$ cat src/fall_detection_classifier_top_defines.svh
// Assertion macros used by the fall detection classifier top level
`ifndef FALL_DETECTION_CLASSIFIER_TOP_DEFINES_SVH
`define FALL_DETECTION_CLASSIFIER_TOP_DEFINES_SVH

// implication checked in the same cycle
`define FDC_ASSERT_IMP(label, clk, rst, ante, cons) \
   label: assert property (@(posedge clk) disable iff (rst) (ante) |-> (cons)) \
      else $error("fdc check failed");

// implication checked in the following cycle
`define FDC_ASSERT_NEXT(label, clk, rst, ante, cons) \
   label: assert property (@(posedge clk) disable iff (rst) (ante) |=> (cons)) \
      else $error("fdc check failed");

`endif

$ cat src/fdc_pkg.sv
// Types and constants of the fall detection classifier
package fdc_pkg;

   localparam int unsigned CSR_IDX_W  = 3;
   localparam int unsigned CSR_DATA_W = 32;
   localparam int unsigned TIME_W     = 32;
   localparam int unsigned CODE_W     = 3;

   // register indexes
   localparam logic [CSR_IDX_W-1:0] CSR_ACCEL_FALL_THR = 3'd0;
   localparam logic [CSR_IDX_W-1:0] CSR_GYRO_FALL_THR  = 3'd1;
   localparam logic [CSR_IDX_W-1:0] CSR_RECOVERY_THR   = 3'd2;
   localparam logic [CSR_IDX_W-1:0] CSR_FALL_TIME      = 3'd3;
   localparam logic [CSR_IDX_W-1:0] CSR_URGENT_TIME    = 3'd4;

   // event codes of a result item
   typedef enum logic [CODE_W-1:0] {
      EV_NONE     = 3'd0,
      EV_POSSIBLE = 3'd1,
      EV_URGENT   = 3'd2,
      EV_RECOVERY = 3'd3,
      EV_MILD     = 3'd4,
      EV_FALSE    = 3'd5
   } ev_type;

   // configuration seen by the classifier
   typedef struct packed {
      logic [CSR_DATA_W-1:0] accel_fall_thr;
      logic [CSR_DATA_W-1:0] gyro_fall_thr;
      logic [CSR_DATA_W-1:0] recovery_thr;
      logic [TIME_W-1:0]     fall_time;
      logic [TIME_W-1:0]     urgent_time;
   } cfg_type;

endpackage

$ cat src/fdc_req_if.sv
// Sample channel: six inertial axes and a millisecond timestamp
interface fdc_req_if #(
   parameter int unsigned SAMPLE_BITS = 16
);
   logic                          valid;
   logic                          ready;
   logic signed [SAMPLE_BITS-1:0] accel_x;
   logic signed [SAMPLE_BITS-1:0] accel_y;
   logic signed [SAMPLE_BITS-1:0] accel_z;
   logic signed [SAMPLE_BITS-1:0] gyro_x;
   logic signed [SAMPLE_BITS-1:0] gyro_y;
   logic signed [SAMPLE_BITS-1:0] gyro_z;
   logic [31:0]                   now_ms;

   modport source (output valid, accel_x, accel_y, accel_z, gyro_x, gyro_y, gyro_z,
                   now_ms, input ready);
   modport sink (input valid, accel_x, accel_y, accel_z, gyro_x, gyro_y, gyro_z,
                 now_ms, output ready);
endinterface

$ cat src/fdc_rsp_if.sv
// Result channel: event code and indicator state
interface fdc_rsp_if;
   logic       valid;
   logic       ready;
   logic [2:0] event_code;
   logic       indicator_on;

   modport source (output valid, event_code, indicator_on, input ready);
   modport sink (input valid, event_code, indicator_on, output ready);
endinterface

$ cat src/fall_detection_classifier_top.sv
// Sample accept to result valid: registered square lanes, then the merge stage.
// Throughput: one sample per cycle while the receiver takes results; six squaring
// lanes run in parallel and the merge stage updates the fall state once per item.
// Reset (synchronous, active high) clears the pipeline, the fall state and all
// configuration registers; no clearing pass is needed.
`include "fall_detection_classifier_top_defines.svh"

// Top level of the fall detection classifier
module fall_detection_classifier_top
   import fdc_pkg::*;
#(
   parameter int unsigned SAMPLE_BITS = 16
) (
   input  logic                  clock,
   input  logic                  reset,
   fdc_req_if.sink               req_chan,
   fdc_rsp_if.source             rsp_chan,
   input  logic                  csr_wr_en,
   input  logic [CSR_IDX_W-1:0]  csr_index,
   input  logic [CSR_DATA_W-1:0] csr_wr_data
);
   localparam int unsigned SQ_W = 2 * SAMPLE_BITS;

   cfg_type                       cfg_ff, cfg_in;
   logic signed [SAMPLE_BITS-1:0] axis [6];
   logic [SQ_W-1:0]               sq [6];
   logic                          req_fire;
   logic                          in_ready;
   ev_type                        code;

   // configuration register writes; unknown indexes are dropped
   always_comb begin
      cfg_in = cfg_ff;
      if (csr_wr_en) begin
         case (csr_index)
            CSR_ACCEL_FALL_THR: cfg_in.accel_fall_thr = csr_wr_data;
            CSR_GYRO_FALL_THR:  cfg_in.gyro_fall_thr  = csr_wr_data;
            CSR_RECOVERY_THR:   cfg_in.recovery_thr   = csr_wr_data;
            CSR_FALL_TIME:      cfg_in.fall_time      = csr_wr_data;
            CSR_URGENT_TIME:    cfg_in.urgent_time    = csr_wr_data;
            default:            cfg_in = cfg_ff;
         endcase
      end
   end

   always_ff @(posedge clock) begin
      if (reset) begin
         cfg_ff <= '0;
      end else begin
         cfg_ff <= cfg_in;
      end
   end

   // sample acceptance
   assign req_chan.ready = in_ready;
   assign req_fire       = req_chan.valid & in_ready;

   assign axis[0] = req_chan.accel_x;
   assign axis[1] = req_chan.accel_y;
   assign axis[2] = req_chan.accel_z;
   assign axis[3] = req_chan.gyro_x;
   assign axis[4] = req_chan.gyro_y;
   assign axis[5] = req_chan.gyro_z;

   // squaring lanes, one per axis
   for (genvar i = 0; i < 6; i++) begin : g_lane
      fdc_sq_lane #(
         .SAMPLE_BITS(SAMPLE_BITS)
      ) u_lane (
         .clock  (clock),
         .load   (req_fire),
         .sample (axis[i]),
         .sq     (sq[i])
      );
   end

   // magnitude merge and classification
   fdc_merge #(
      .SAMPLE_BITS(SAMPLE_BITS)
   ) u_merge (
      .clock        (clock),
      .reset        (reset),
      .in_load      (req_fire),
      .in_ready     (in_ready),
      .now_ms       (req_chan.now_ms),
      .sq           (sq),
      .cfg          (cfg_ff),
      .rsp_ready    (rsp_chan.ready),
      .rsp_valid    (rsp_chan.valid),
      .event_code   (code),
      .indicator_on (rsp_chan.indicator_on)
   );

   assign rsp_chan.event_code = code;

   // alerts that light the indicator
   `FDC_ASSERT_IMP(a_alert_lit, clock, reset,
      rsp_chan.valid && (code == EV_POSSIBLE || code == EV_URGENT), rsp_chan.indicator_on)
   // classification ends the fall and darkens the indicator
   `FDC_ASSERT_IMP(a_close_dark, clock, reset,
      rsp_chan.valid && (code == EV_RECOVERY || code == EV_MILD || code == EV_FALSE),
      !rsp_chan.indicator_on)
   // an accepted sample into an empty pipeline holds the square stage next cycle
   `FDC_ASSERT_NEXT(a_flow, clock, reset,
      req_fire && !rsp_chan.valid && !u_merge.s1_valid_ff, u_merge.s1_valid_ff)
endmodule

$ cat src/fdc_sq_lane.sv
// One squaring lane: absolute value of an axis sample, squared and registered
module fdc_sq_lane
   import fdc_pkg::*;
#(
   parameter int unsigned SAMPLE_BITS = 16
) (
   input  logic                            clock,
   input  logic                            load,
   input  logic signed [SAMPLE_BITS-1:0]   sample,
   output logic        [2*SAMPLE_BITS-1:0] sq
);
   localparam int unsigned SQ_W = 2 * SAMPLE_BITS;

   logic [SAMPLE_BITS-1:0] raw;
   logic [SAMPLE_BITS-1:0] mag;
   logic [SQ_W-1:0]        sq_in;
   logic [SQ_W-1:0]        sq_ff;

   // magnitude; the most negative value maps to 2^(SAMPLE_BITS-1)
   assign raw   = sample;
   assign mag   = raw[SAMPLE_BITS-1] ? (~raw + SAMPLE_BITS'(1)) : raw;
   assign sq_in = SQ_W'(mag) * SQ_W'(mag);

   always_ff @(posedge clock) begin
      if (load) begin
         sq_ff <= sq_in;
      end
   end

   assign sq = sq_ff;
endmodule

$ cat src/fdc_merge.sv
// Merge stage: sums lane squares, compares thresholds, runs the fall state
module fdc_merge
   import fdc_pkg::*;
#(
   parameter int unsigned SAMPLE_BITS = 16
) (
   input  logic                         clock,
   input  logic                         reset,
   input  logic                         in_load,
   output logic                         in_ready,
   input  logic [TIME_W-1:0]            now_ms,
   input  logic [2*SAMPLE_BITS-1:0]     sq [6],
   input  cfg_type                      cfg,
   input  logic                         rsp_ready,
   output logic                         rsp_valid,
   output ev_type                       event_code,
   output logic                         indicator_on
);
   localparam int unsigned SUM_W = 2 * SAMPLE_BITS + 2;
   localparam int unsigned CMP_W = (SUM_W > CSR_DATA_W) ? SUM_W : CSR_DATA_W;

   logic              s1_valid_ff, s1_valid_in;
   logic [TIME_W-1:0] now_s1_ff;
   logic              rsp_valid_ff, rsp_valid_in;
   ev_type            code_ff, code_in;
   logic              ind_out_ff;

   logic              pend_ff, pend_in;
   logic              urg_ff, urg_in;
   logic [TIME_W-1:0] start_ff, start_in;
   logic              ind_ff, ind_in;

   logic              advance, fire;
   logic [CMP_W-1:0]  acc_sq, gyr_sq;
   logic [TIME_W-1:0] elapsed;
   logic              urgent;

   // pipeline flow: result register drains or is empty
   assign advance  = ~rsp_valid_ff | rsp_ready;
   assign in_ready = ~s1_valid_ff | advance;
   assign fire     = s1_valid_ff & advance;

   assign s1_valid_in  = in_ready ? in_load : s1_valid_ff;
   assign rsp_valid_in = advance ? s1_valid_ff : rsp_valid_ff;

   // vector magnitudes from the lanes
   assign acc_sq = CMP_W'(sq[0]) + CMP_W'(sq[1]) + CMP_W'(sq[2]);
   assign gyr_sq = CMP_W'(sq[3]) + CMP_W'(sq[4]) + CMP_W'(sq[5]);

   // wrapping elapsed time since fall start
   assign elapsed = now_s1_ff - start_ff;
   assign urgent  = urg_ff | (elapsed >= cfg.urgent_time);

   // classifier next state
   always_comb begin
      pend_in  = pend_ff;
      urg_in   = urg_ff;
      start_in = start_ff;
      ind_in   = ind_ff;
      code_in  = EV_NONE;
      if (!pend_ff && (acc_sq >= CMP_W'(cfg.accel_fall_thr))
          && (gyr_sq >= CMP_W'(cfg.gyro_fall_thr))) begin
         pend_in  = 1'b1;
         start_in = now_s1_ff;
         ind_in   = 1'b1;
         code_in  = EV_POSSIBLE;
      end else if (pend_ff) begin
         if (acc_sq <= CMP_W'(cfg.recovery_thr)) begin
            if (urgent) begin
               urg_in  = 1'b0;
               code_in = EV_RECOVERY;
            end else if (elapsed >= cfg.fall_time) begin
               code_in = EV_MILD;
            end else begin
               code_in = EV_FALSE;
            end
            pend_in  = 1'b0;
            start_in = '0;
            ind_in   = 1'b0;
         end else if (urgent && !urg_ff) begin
            urg_in  = 1'b1;
            ind_in  = 1'b1;
            code_in = EV_URGENT;
         end
      end
   end

   // control registers
   always_ff @(posedge clock) begin
      if (reset) begin
         s1_valid_ff  <= 1'b0;
         rsp_valid_ff <= 1'b0;
         pend_ff      <= 1'b0;
         urg_ff       <= 1'b0;
         start_ff     <= '0;
         ind_ff       <= 1'b0;
      end else begin
         s1_valid_ff  <= s1_valid_in;
         rsp_valid_ff <= rsp_valid_in;
         if (fire) begin
            pend_ff  <= pend_in;
            urg_ff   <= urg_in;
            start_ff <= start_in;
            ind_ff   <= ind_in;
         end
      end
   end

   // payload registers
   always_ff @(posedge clock) begin
      if (in_load) begin
         now_s1_ff <= now_ms;
      end
      if (fire) begin
         code_ff    <= code_in;
         ind_out_ff <= ind_in;
      end
   end

   assign rsp_valid    = rsp_valid_ff;
   assign event_code   = code_ff;
   assign indicator_on = ind_out_ff;
endmodule

$ cat src/flat_wrapper.sv
// flat-port wrapper written by rule: the top's interface ports become plain ports
module fall_detection_classifier_top_flat import fdc_pkg::*;
#(
   parameter int unsigned SAMPLE_BITS = 16
)
  (clock, reset, csr_wr_en, csr_index, csr_wr_data, req_chan_valid, req_chan_accel_x, req_chan_accel_y, req_chan_accel_z, req_chan_gyro_x, req_chan_gyro_y, req_chan_gyro_z, req_chan_now_ms, req_chan_ready, rsp_chan_valid, rsp_chan_event_code, rsp_chan_indicator_on, rsp_chan_ready);
  fdc_req_if #(.SAMPLE_BITS(SAMPLE_BITS)) req_chan_i ();
  fdc_rsp_if rsp_chan_i ();
  input  logic clock;
  input  logic reset;
  input  logic csr_wr_en;
  input  logic [CSR_IDX_W-1:0] csr_index;
  input  logic [CSR_DATA_W-1:0] csr_wr_data;
  input wire logic [$bits(req_chan_i.valid)-1:0] req_chan_valid;
  input wire logic [$bits(req_chan_i.accel_x)-1:0] req_chan_accel_x;
  input wire logic [$bits(req_chan_i.accel_y)-1:0] req_chan_accel_y;
  input wire logic [$bits(req_chan_i.accel_z)-1:0] req_chan_accel_z;
  input wire logic [$bits(req_chan_i.gyro_x)-1:0] req_chan_gyro_x;
  input wire logic [$bits(req_chan_i.gyro_y)-1:0] req_chan_gyro_y;
  input wire logic [$bits(req_chan_i.gyro_z)-1:0] req_chan_gyro_z;
  input wire logic [$bits(req_chan_i.now_ms)-1:0] req_chan_now_ms;
  output wire logic [$bits(req_chan_i.ready)-1:0] req_chan_ready;
  output wire logic [$bits(rsp_chan_i.valid)-1:0] rsp_chan_valid;
  output wire logic [$bits(rsp_chan_i.event_code)-1:0] rsp_chan_event_code;
  output wire logic [$bits(rsp_chan_i.indicator_on)-1:0] rsp_chan_indicator_on;
  input wire logic [$bits(rsp_chan_i.ready)-1:0] rsp_chan_ready;
  assign req_chan_i.valid = req_chan_valid;
  assign req_chan_i.accel_x = req_chan_accel_x;
  assign req_chan_i.accel_y = req_chan_accel_y;
  assign req_chan_i.accel_z = req_chan_accel_z;
  assign req_chan_i.gyro_x = req_chan_gyro_x;
  assign req_chan_i.gyro_y = req_chan_gyro_y;
  assign req_chan_i.gyro_z = req_chan_gyro_z;
  assign req_chan_i.now_ms = req_chan_now_ms;
  assign req_chan_ready = req_chan_i.ready;
  assign rsp_chan_valid = rsp_chan_i.valid;
  assign rsp_chan_event_code = rsp_chan_i.event_code;
  assign rsp_chan_indicator_on = rsp_chan_i.indicator_on;
  assign rsp_chan_i.ready = rsp_chan_ready;
  fall_detection_classifier_top #(.SAMPLE_BITS(SAMPLE_BITS)) u_core (.clock(clock), .reset(reset), .req_chan(req_chan_i), .rsp_chan(rsp_chan_i), .csr_wr_en(csr_wr_en), .csr_index(csr_index), .csr_wr_data(csr_wr_data));
endmodule
$ cat config.mk
export PLATFORM = sky130hd
export DESIGN_NAME = fall_detection_classifier_top_flat
export DESIGN_NICKNAME = d
export VERILOG_FILES = /design/src/fdc_pkg.sv /design/src/fdc_req_if.sv /design/src/fdc_rsp_if.sv /design/src/fall_detection_classifier_top.sv /design/src/fdc_sq_lane.sv /design/src/fdc_merge.sv /design/src/flat_wrapper.sv
export VERILOG_INCLUDE_DIRS = /design/src /design/src/src
export SDC_FILE = /design/constraint.sdc
export NUM_CORES = 2
export LEC_CHECK = 0
export ABC_AREA = 1
export BUFFER_PORTS_ARGS = -buffer_cell sky130_fd_sc_hd__buf_2
export CAP_MARGIN = 20
export CORE_UTILIZATION = 45
export CTS_CLUSTER_SIZE = 24
export DETAILED_ROUTE_END_ITERATION = 6
export GPL_TIMING_DRIVEN = 0
export PLACE_DENSITY_LB_ADDON = 0.25
export REMOVE_ABC_BUFFERS = 1
export SYNTH_ARGS = -nofsm -noshare
export SYNTH_HDL_FRONTEND = slang
export SYNTH_SLANG_ARGS = --single-unit
$ cat constraint.sdc
create_clock -name clock -period 12 [get_ports clock]
set_clock_uncertainty 0.15 [all_clocks]
set_input_delay 0.6 -clock clock [delete_from_list [all_inputs] [get_ports clock]]
set_output_delay 0.6 -clock clock [all_outputs]
set_load 0.03 [all_outputs]
* After elaboration in Yosys (flattened, before gate mapping)
Index checks and enable logic that the tools add are counted.
Word-level totals: register bits after elaboration 425, latch bits 0, memory bits (writable) 0, bits in read-only memories 0, logic and storage cells 104, memories 0
Operators by class: $add $sub $neg 11, multipliers 6, div/mod/pow operators 0, $lt $le $gt $ge 5, equal/unequal tests 5, shift-type cells 0, multiplexer cells 24, bitwise gates (word level) 15, reductions and logical operators 17
Operators with widths (number):
- $mul 16x16->32 | 6
- $add 16x1->16 const B | 6
- $mux 16 | 6
- $mux 32 | 3
- $not 16->16 | 6
- $add 33x32->34 | 2
- $ge 34x32->1 | 2
- $add 32x32->33 | 2
- $ge 32x32->1 | 2
- $le 34x32->1 | 1
- $sub 32x32->32 | 1
- $mux 1 | 12
- $reduce_and 2->1 | 5
- $eq 3x2->1 const B | 2
- $mux 3 | 2
- $reduce_bool 2->1 | 3
- $reduce_and 5->1 | 1
- $not 1->1 | 4
- $eq 3x1->1 const B | 1
- $eq 3x3->1 const B | 1
- $logic_and 1x1->1 | 3
- $logic_not 3->1 | 1
- $or 1x1->1 | 3
- $reduce_and 3->1 | 1
- 5 further kinds | 7

* Logic depth before layout (Yosys ltp)
depth in word-level cells 8, gate-level depth with buffers 39, depth with buffers taken out 38

* Modules after synthesis
From an unflattened synthesis, not the netlist that was laid out.
Second synthesis, totals: cell total of the unflattened synthesis 9945, area, all modules 75163.3 um^2
Modules (own cells, without submodules):
- fdc_sq_lane at u_core.g_lane[1].u_lane ... | instances 2, cells an instance 1199, area an instance 9256.4 um^2, sequential area each 930.9 um^2
- fdc_merge | instances 1, cells an instance 1840, area an instance 13282.7 um^2, sequential area each 1821.7 um^2
- fdc_sq_lane at u_core.g_lane[0].u_lane | instances 1, cells an instance 1220, area an instance 9369.0 um^2, sequential area each 930.9 um^2
- fdc_sq_lane at u_core.g_lane[4].u_lane | instances 1, cells an instance 1197, area an instance 9336.5 um^2, sequential area each 930.9 um^2
- fdc_sq_lane at u_core.g_lane[5].u_lane | instances 1, cells an instance 1189, area an instance 9217.6 um^2, sequential area each 930.9 um^2
- fdc_sq_lane at u_core.g_lane[3].u_lane | instances 1, cells an instance 1181, area an instance 9117.5 um^2, sequential area each 930.9 um^2
- fall_detection_classifier_top | instances 1, cells an instance 920, area an instance 6327.3 um^2, sequential area each 3203.1 um^2

* Worst setup path before layout
OpenSTA, ideal clock, no wires.
path kind input to register, from in req_chan_accel_x[0], to reg u_core.g_lane[0].u_lane.sq_ff[29] (data pin), library setup time 0.260 ns, arrival time 7.224 ns, setup slack 4.366 ns, stages on the path 32, path buffers 1, cells stage by stage clkinv_1 > clkbuf_1 > ha_1 > inv_1 > nor4_1 > inv_1 > nor4_1 > a21oi_1 > xor2_1 > nand2_1 > fa_1 > fa_1 > inv_1 > fa_1 > fa_1 > fa_1 > inv_1 > fa_1 > inv_1 > ha_1 > a21oi_1 > inv_1 > a21oi_1 > a21boi_0 > inv_1 > nand2_1 > nand2_1 > nand3_1 > nand2_1 > nand2_1 > nand2_1 > xor2_1
On the way: word-level cells in the longest chain between the ends 4
Ends and longest elaborated chain:
- from (decl) | RTL line flat_wrapper.sv:15 | input wire logic [$bits(req_chan_i.accel_x)-1:0] req_chan_accel_x;
- $not 16->16 | RTL line fdc_sq_lane.sv:21 | assign mag = raw[SAMPLE_BITS-1] ? (~raw + SAMPLE_BITS'(1)) : raw;
- $add 16x1->16 | RTL line fdc_sq_lane.sv:21
- $mux 16 (*) | RTL line fdc_sq_lane.sv:21
- $mul 16x16->32 (*) | RTL line fdc_sq_lane.sv:22 | assign sq_in = SQ_W'(mag) * SQ_W'(mag);
- net u_core.g_lane[0].u_lane.sq_in[29] | RTL line fdc_sq_lane.sv:16 | logic [SQ_W-1:0] sq_in;
- to (signal assigned) | RTL line fdc_sq_lane.sv:26 | sq_ff <= sq_in;
- to (decl) | RTL line fdc_sq_lane.sv:17 | logic [SQ_W-1:0] sq_ff;
Mark *: on every way through the listed nets, which the timed path passes. The rest lies on a longest branch. A chain may end at the register's enable or synchronous reset.

* Final worst setup path
from in req_chan_gyro_z[0], to reg u_core.g_lane[5].u_lane.sq_ff[29] (data pin)
On the way: word-level cells in the longest chain between the ends 4
Ends and longest elaborated chain:
- from (decl) | RTL line flat_wrapper.sv:20 | input wire logic [$bits(req_chan_i.gyro_z)-1:0] req_chan_gyro_z;
- $not 16->16 | RTL line fdc_sq_lane.sv:21
- $add 16x1->16 | RTL line fdc_sq_lane.sv:21
- $mux 16 (*) | RTL line fdc_sq_lane.sv:21
- $mul 16x16->32 (*) | RTL line fdc_sq_lane.sv:22
- net u_core.g_lane[5].u_lane.sq_in[29] | RTL line fdc_sq_lane.sv:16
- to (signal assigned) | RTL line fdc_sq_lane.sv:26
- to (decl) | RTL line fdc_sq_lane.sv:17
Marks and branches as above.

==> metrics.md <==
| Metric | Value |
|---|---|
| Die Ht | `about 400 um` |
| GRT Resource Usage Total | `0.224` |
| Routed via count | `51,200` |
| Pre-Repair DR Iteration Count | `7` |
| Mapped cell area | `67,700 um2` |
| FF+latch area | `approximately 11,000 um2` |
| Failing checks | `DRC` |
| Top cells by area, synth | `fa_1 (31%), ha_1 (16%), inv_1 (11%)` |
| Total Nets Final | `10,200` |
| Post-synthesis mux area share | `0` |
| Area delta synth->final | `7.97%` |
| Antenna Violating Nets Remaining | `0` |
| Crit Path Class | `input pin to register` |
| Crit-path slowest cell | `xor2_1` |
| H-tree depth | `2` |
| Element type at the critical path end | `register` |
| Rows | `roughly 140` |
| Area of the multi-input gates | `roughly 49,000 um2` |
| CP startpoint kind | `input pin` |
| Largest net degree at the start of global routing | `151` |
| Synth Area in Adders | `0.464` |
| Vias per cell | `around 5.0` |
| Hold_buf cts | `22` |
| Total gr overflow | `0` |
| Die span in x | `390 um` |
| Clock transition at path regs | `0.06 ns` |
| Buffers on Ports | `173` |
| Status | `finished with violations` |
| YS warnings | `0` |
| Later-pin clock latency in the skew report | `a little over 0.6 ns` |
| CP startpoint | `req_chan_gyro_z[0]` |
| Maximum clock rate | `114 MHz` |
| Synth cell count leaders | `inv_1 (1,928), nand2_1 (1,076), fa_1 (1,043), ha_1 (839), nor2_1 (700)` |
| Post-DP HPWL | `140,000 um` |
| RSZ-0062 raised after global routing | `no` |
| DR WL/cell | `16.4 um` |
| Compound-Gate Fraction of Synth Area | `0.0865` |
| Util after Layout | `0.492` |
| Post-synth ARST share | `0` |
| Antenna violations before repair | `7` |
| Setup-failing EPs final | `0` |
| Num CTS Buffers | `between 40 and 50` |
| Synth Instances | `slightly below 8,000` |
| Tcrit/Tclk final | `0.731` |
| Most frequent cell after synthesis | `inv_1` |
| Starting density of the core | `0.456` |
| Post-CTS Repair Setup Buffers | `0` |
| Die area | `152,000 um2` |
| Arr. time, crit path | `8.95 ns` |
| First-pass GRT wire length | `between 200,000 and 300,000 um` |
| Top FF cell, synth | `edfxtp_1` |
| Post-synth top area share | `0.308` |
| Fin crit period | `8.77 ns` |
| Drt drc | `2` |
| Most used cell, CP | `inv_1` |
| FILL cells | `approximately 14,000` |
| Clk buf depth | `3` |
| Setup tns final | `0 ns` |
| HP Start | `req_chan_now_ms[22]` |
| Dominant cell type by area after synthesis | `fa_1` |
| Proportion of layout cells with a drive suffix above 1 | `0.0514` |
| Largest family of logic cells by synthesized area | `adder cells` |
| WHS | `approximately 0.027 ns` |
| Post-synthesis sequential area ratio | `0.157` |
| Post-Synth XOR/XNOR Area | `0.0424` |
| Core region area | `149,000 um2` |
| Hold Crit Class | `input pin to register` |
| Fin. max-slew vios | `0` |
| Post-CTS sizing | `0` |
| Worst slew pin tran | `between 1 and 1.5 ns` |
| Initial DRC count | `3,098` |
| Simple-gate share of the synthesized area | `0.133` |
| Largest stage delay, worst path | `0.58 ns` |
| Final Hold Fails | `0` |
| Post-synth EDFFs | `222` |
| Critical path peak fanout | `18` |
| GP Congestion | `between 0.9 and 1` |
| Drt total wl | `167,000 um` |
| TritonCTS clock tree | `yes` |
| MaxCap Viol Count | `0` |
| Post-synthesis area per instance | `8.51 um2` |
| R2R Path Start | `u_core.g_lane[5].u_lane.sq[13]` |
| Headroom to the max-slew limit | `0.244` |
| Root Buffer | `clkbuf_16` |
| Synthesized flop and latch total | `419` |
| Ports | `174` |
| CTS Sinks | `419` |
| Required time of the critical path | `12.18 ns` |
| Netlist cell types | `64` |
| Vias in the first global route | `53,800` |
## final timing paths
| check | to | slack, ns | depth (start not counted) |
|---|---|---|---|
| worst max-delay path | u_core.g_lane[5].u_lane.sq[29] | 3.23 | 32 |
| worst min register to register | u_core.cfg_ff[32] | 0.30 | 2 |
| worst max register to register | u_core.u_merge.start_ff[0] | 6.28 | 28 |
| worst min-delay path | u_core.u_merge.now_s1_ff[22] | 0.03 | 1 |
## per-stage QoR
stage                     cells  instance area, um2  setup WS (ns)
after floorplan            7888               67400           4.59
after global placement    10100               70800           2.43
after detailed placement  10100               71000           2.71
after CTS                 10200               73000           3.33
after global routing      10200               73100           2.73
final                     10200               73100           3.23
## state kept, by name, indices dropped and copies added (netlist names)
register                     flops
u_core.g_lane.u_lane.sq        186
u_core.u_merge.pend_ff           1
u_core.u_merge.start_ff         32
u_core.u_merge.urg_ff            1
u_core.u_merge.event_code        3
u_core.u_merge.indicator_on      1
u_core.u_merge.rsp_valid         1
u_core.u_merge.ind_ff            1
u_core.u_merge.s1_valid_ff       1
u_core.u_merge.now_s1_ff        32
u_core.cfg_ff                  160
## layer usage
layer	GRT usage	wire length [um]	up-vias
met5	0	0	-
li1	-	-	24900
met2	0.394	82200	1031
met4	0.0617	4740	0
met1	0.298	73700	25000
met3	0.0154	6360	205
## cells by family (layout without fill, tap and decap cells)
kind of cell	after synthesis	count (layout)
compound gates	1057	1057
fa+ha+maj	1882	1882
other cells	2	74
buf+inv	2099	2270
flops	419	419
xor+xnor	325	325
simple gates	2169	2169
## critical path, delay by kind of cell
kind | cells | cell delay, ns
buffers and inverters | 9 | 1.57
adder cells (fa/ha/maj) | 8 | 3.80
AO/OA/AOI/OAI | 7 | 1.16
XOR/XNOR | 2 | 1.04
AND/OR/NAND/NOR | 6 | 0.75
## cell usage in the layout, fill, tap and decap left out, types with 22 or more instances in the layout
cell type      instances
ha_1                 839
nor2_1               700
nand4_1               41
or2_2                 26
dfxtp_1              197
a21o_1                25
o21ai_0              322
fa_1                1043
nand2_1             1076
xor2_1               213
buf_2                173
inv_1               1926
clkinv_1              31
nand3_1              159
nor3_1                57
clkbuf_16             51
nand2_2               36
edfxtp_1             222
nor4_1                25
conb_1                72
a21oi_1              512
xnor2_1              109
a31oi_1               44
dlygate4sd3_1         22
## final cells by class
type,instances,share of cell area
diodes,2,0.0000685
well taps,2002,0.0343
multi-input cells,5505,0.676
flip-flops and latches,419,0.145
clock buffers,60,0.0187
clock inverters,32,0.00642
inverters,1964,0.101
repair buffers,214,0.0183
Power is not shown: default switching activity piles up to over one toggle a cycle in this logic, so the estimate is an artifact.
